[config.mk]
export PLATFORM = sky130hd
export DESIGN_NAME = pba_run_eval
export DESIGN_NICKNAME = d
export VERILOG_FILES = /design/src/rtl/pba_pkg.sv /design/src/rtl/pba_run_eval.sv
export SDC_FILE = /design/constraint.sdc
export NUM_CORES = 1
export LEC_CHECK = 0
export ABC_AREA = 0
export BUFFER_PORTS_ARGS = -buffer_cell sky130_fd_sc_hd__buf_2
export CAP_MARGIN = 20
export CORE_MARGIN = 10
export CORE_UTILIZATION = 48
export DETAILED_ROUTE_END_ITERATION = 8
export PLACE_DENSITY = 0.8
export SYNTH_ARGS = -nofsm -noshare
export SYNTH_HDL_FRONTEND = slang
export SYNTH_SLANG_ARGS = --single-unit
[constraint.sdc]
create_clock -name vclk -period 6.35
set_input_delay 1.27 -clock vclk [all_inputs]
set_output_delay 1.27 -clock vclk [all_outputs]
set_load 0.02 [all_outputs]
[src/rtl/pba_pkg.sv]
package pba_pkg;

    // Operation codes carried by the operation field.
    typedef enum logic [1:0] {
        OP_ALLOC = 2'd0,
        OP_MARK  = 2'd1,
        OP_FREE  = 2'd2
    } t_op;

    // Register index decoded from the configuration address.
    localparam logic REG_TOTAL_PAGES = 1'b0;

    // Byte-wise scanning constants.
    localparam int unsigned BYTE_BITS = 8;
    localparam logic [7:0]  BYTE_ONES = 8'hff;

    // Word geometry of the bitmap memory.
    localparam int unsigned WORD_BITS = 64;

    // Count of set bits in one byte.
    function automatic logic [3:0] pop8(input logic [7:0] b);
        logic [3:0] s;
        s = 4'd0;
        for (int i = 0; i < 8; i++) begin
            s = s + {3'd0, b[i]};
        end
        return s;
    endfunction

    // Count of set bits in one bitmap word, as a sum of byte counts.
    function automatic logic [6:0] pop64(input logic [63:0] w);
        logic [6:0] s;
        s = 7'd0;
        for (int j = 0; j < 8; j++) begin
            s = s + {3'd0, pop8(w[8*j +: 8])};
        end
        return s;
    endfunction

endpackage

[src/rtl/pba_run_eval.sv]
module pba_run_eval #(
    parameter int XW = 19
) (
    input  logic [7:0]    i_byte,
    input  logic [XW-1:0] i_run,
    input  logic [XW-1:0] i_rstart,
    input  logic [XW-1:0] i_count,
    input  logic [XW-1:0] i_base,
    output logic          o_hit,
    output logic [XW-1:0] o_found,
    output logic [XW-1:0] o_run,
    output logic [XW-1:0] o_rstart
);
    import pba_pkg::*;

    logic [3:0]  tz;
    logic [3:0]  lz;
    logic        short_req;
    logic [7:0]  cmask;
    logic [15:0] ext;
    logic        khit;
    logic [2:0]  kpos;
    logic        first;

    // Free bits at the low end extend the run carried in from earlier pages,
    // and free bits at the high end start the run carried out.
    always_comb begin
        tz = 4'd8;
        for (int i = 7; i >= 0; i--) begin
            if (i_byte[i]) tz = 4'(i);
        end
        lz = 4'd8;
        for (int i = 0; i < 8; i++) begin
            if (i_byte[i]) lz = 4'(7 - i);
        end
    end

    // A short run may also fit in a free segment that starts inside the byte.
    always_comb begin
        short_req = (i_count <= XW'(BYTE_BITS));
        cmask     = 8'((9'd1 << i_count[3:0]) - 9'd1);
        ext       = {BYTE_ONES, i_byte};
        khit      = 1'b0;
        kpos      = 3'd0;
        for (int k = 7; k >= 1; k--) begin
            if (i_byte[k-1] && !i_byte[k] && short_req &&
                (((16'(cmask) << k) & ext) == 16'd0)) begin
                khit = 1'b1;
                kpos = 3'(k);
            end
        end
    end

    // Combine the carried run with the low free segment, then pick the result.
    always_comb begin
        first = (tz != 4'd0) && ((i_run + XW'(tz)) >= i_count);
        o_hit = first || khit;
        if (first) begin
            o_found = (i_run == '0) ? i_base : i_rstart;
        end else begin
            o_found = i_base + XW'(kpos);
        end
        if (i_byte == 8'd0) begin
            o_run    = i_run + XW'(BYTE_BITS);
            o_rstart = (i_run == '0) ? i_base : i_rstart;
        end else begin
            o_run    = XW'(lz);
            o_rstart = i_base + XW'(BYTE_BITS) - XW'(lz);
        end
    end

endmodule
==> qor_table.md <==
| Metric | This run | Unit |
|---|---|---|
| Met1 track utilization from global routing | 29.63 | % |
| Quantity of I/O buffers inserted on ports | 142 | - |
| Endpoint, Worst Hold | o_found[11] | - |
| Number of nets with antenna violations after routing | 0 | - |
| RD Place Congestion | 1.003 | - |
| Warning count from the yosys run | 0 | - |
| Remaining global-route overflow | 0 | - |
| Pin count of the biggest net entering global routing | 48 | - |
| Top-area cell type share of the netlist area | 19.24 | % |
| Number of nets produced by synthesis | 743 | - |
| Met3 track utilization from global routing | 3.167 | % |
| Die height | 111.7 | um |
| Maximum Capacitance Violations | 0 | - |
| Global routing met2 resource utilization | 39.98 | % |
| Arrival time at the worst endpoint | 5.30 | ns |
| Element type at the critical path start | primary input | - |
| Mean instance size in the synthesized netlist | 6.789 | um2 |
| Sequential cell count | 0 | - |
| Tightest hold margin | 2.891 | ns |
| Final worst path period need | 6.566 | ns |
| Area enclosed by the die boundary | 0.01247 | mm2 |
| Total power consumption of the routed design | 0.4803 | mW |
| Maximum resistive drop on vdd | 0.00006399 | V |
| Unrepaired setup endpoints after global routing | yes | - |
| Area grow syn2layout | 43.31 | % |
| Post-Place Cells | 869 | - |
| Number of clock buffer instances in the layout | 0 | - |
| Horiz. Die Dim | 111.7 | um |
| Instance count of the mapped netlist | 594 | - |
| Violations in the final reports | negative setup slack | - |
| First-pass GRT wire length | 25,670 | um |
| Max Transition Viols Final | 0 | - |
| HPWL Detailed | 12,900 | um |
| Global routing usage summed across all routing layers | 23.18 | % |
| Hold path cells | 3 | - |
| Initial antenna violation count | 0 | - |
| Num rows | 33 | - |
| Endpoint class of the critical path | output port | - |
| Number of setup violations in the final report | 16 | - |
| Required time of the critical path | 5.08 | ns |
| GR peak layer | met2 | - |
| Distinct cells, synth | 64 | - |
| Via count | 5,420 | - |
| Hold WC Path Type | primary input to output port | - |
| Effective utilization at floorplan | 49.08 | % |
| Count of final hold-check violations | 0 | - |
| Sum of negative setup slack | -1.494 | ns |
| Slew margin rel. | 65.47 | % |
| Power per unit of standard cell area | 83.10 | mW/mm2 |
| Post-detailed-route wirelength per cell | 18.50 | um |
| Tcrit/Tclk final | 103.4 | % |
| Cell type with the largest total area after synthesis | ha_1 | - |
| CP Max Fanout | 8 | - |
| Total wire length after detailed routing | 16,340 | um |
| Non-Filler Instances | 883 | - |
| Violation count after the first detailed-routing iteration | 489 | - |
| P_leak | 2.849 | nW |
| Cell area after synthesis | 0.004033 | mm2 |
| ANT cells | 0 | - |
| Ranking of synthesized cells by area | ha_1 (19%), mux2i_1 (6.7%), inv_1 (5.2%), xnor2_1 (5.0%), a21oi_1 (5.0%) | - |
| Fmax | 152.3 | MHz |
| Crit Path Class | primary input to output port | - |
| Area taken by flip-flops and latches | 0 | um2 |
| Final Worst Setup Slack | -0.2165 | ns |
| Vias per cell | 6.138 | - |
| DRC violation count after routing | 0 | - |
| Number of global-route vias before repair | 5,230 | - |
| Pin slew with the least headroom to its limit | 0.5140 | ns |
| Status | finished, violations left | - |
| Core footprint | 0.008217 | mm2 |
| Net total in the final layout | 929 | - |
| Startpoint of the lowest-slack hold path | i_rstart[11] | - |
| Cell Area, Placed | 0.005326 | mm2 |
| IO Count | 142 | - |
| First-pass iteration count of the detailed router | 5 | - |
| Sequential area share after synthesis | 0 | % |
| Share of post-route cells with drive strength above 1 | 37.15 | % |
| Final design instance area without fill | 0.005779 | mm2 |
-- stage by stage --
step	setup slack (ns)	utilization, %
2_1_floorplan	0.009006	-
3_3_place_gp	-0.2829	64.82
3_5_place_dp	-0.3855	64.82
4_1_cts	-0.08654	67.84
5_1_grt	-0.3525	70.34
6_report	-0.2165	70.34
-- cells in the mapped netlist, drive strengths merged, types with 3 or more instances --
library cell and instances:
o21bai 3, o31ai 5, and4 8, o21ai 31, a221oi 5, a21o 12
mux2i 27, xor2 22, nor2b 8, a21oi 42, and3 5, nor3b 3
ha 62, clkbuf 19, buf 13, and2 4, nand2b 4, mux2 4
nand3 28, nand2 54, o21a 4, or3 3, nor3 7, inv 56
o221a 11, xnor2 23, a31oi 9, a211oi 10, a211o 3, nor4 12
a2111oi 3, nand4 17, fa 3, a221o 4, nor2 53
-- critical path: stages --
cell and delay, ns:
buf_8 0.10, clkinv_4 0.04, a21oi_2 0.05, o21ai_1 0.14
a21oi_1 0.08, nor2_1 0.11, ha_2 0.19, inv_2 0.04
fa_2 0.35, inv_1 0.06, a21o_1 0.11, a21oi_2 0.06
nor3_2 0.25, and3_4 0.25, buf_6 0.12, nand3_4 0.09
xnor2_4 0.17, ha_2 0.20, a21oi_2 0.15, nor2b_1 0.07
a211oi_2 0.23, o21ai_2 0.16, nand2_8 0.14, mux2_4 0.32
a221o_1 0.37, buf_6 0.15
-- layout make-up --
cell class / instances / area, um2
Timing Repair Buffer: 216 / 1376
Inverter: 57 / 219.0
Fill cell: 679 / 2437
Multi-Input combinational cell: 505 / 4053
Tap cell: 105 / 131.4
-- logic make-up (layout without fill, tap and decap cells) --
| kind of cell | Yosys count | after routing | synth area share [%] |
|---|---|---|---|
| AOI/OAI and AO/OA | 152 | 152 | 26.09 |
| xor gates and xnor gates | 45 | 45 | 9.773 |
| adders and majority gates | 66 | 66 | 20.97 |
| buffers and inverters | 89 | 273 | 8.780 |
| muxes | 31 | 31 | 7.819 |
| and+or+nand+nor | 211 | 211 | 26.56 |
-- placed cells by master (no fill, tap or decap), types with 4 or more instances in the layout --
master and n:
a21oi_2 5, xor2_1 19, o21ai_0 12, a21o_1 11
buf_2 127, o221a_1 10, a211oi_2 5, a21oi_1 37
nor4_1 8, nand4_1 17, o21ai_1 16, and4_1 5
xnor2_1 20, a221o_1 4, nand2_1 51, nor3_1 6
ha_2 4, a211oi_1 5, a31oi_1 9, buf_4 74
inv_1 53, mux2i_1 25, nand2b_1 4, ha_1 56
o31ai_1 4, buf_6 12, nor2b_1 6, nand3_1 25
nor2_1 52
-- worst max path at each step --
stage / startpoint / end / slack, ns / cells after the start
after floorplan: i_count[0] / o_found[16] / 0.009 / 20
after global placement: i_byte[6] / o_found[17] / -0.28 / 24
after detailed placement: i_byte[6] / o_found[17] / -0.39 / 24
after CTS: i_count[1] / o_found[17] / -0.09 / 20
after global routing: i_byte[6] / o_found[17] / -0.35 / 26
final: i_byte[6] / o_found[17] / -0.22 / 26
-- layer usage --
layer  vias to the layer above  wire length (um)
li1                       2525                 -
met1                      2536              6586
met2                       311              7933
met3                        48              1350
met4                         0               464
met5                         -                 0
-- power breakdown --
group | internal [mW] | total (mW) | switching (mW)
clock | 0 | 0 | 0
combinational | 0.198 | 0.480 | 0.282
sequential | 0 | 0 | 0
total | 0.198 | 0.480 | 0.282
-- timing repair --
item                       CTS  global route
pin swaps                   27            30
setup endpoints to repair   20            20
hold buffers                 0             0
resized for setup           36            49
setup buffers               15             2
No activity file was read; power rests on OpenSTA's default activity.
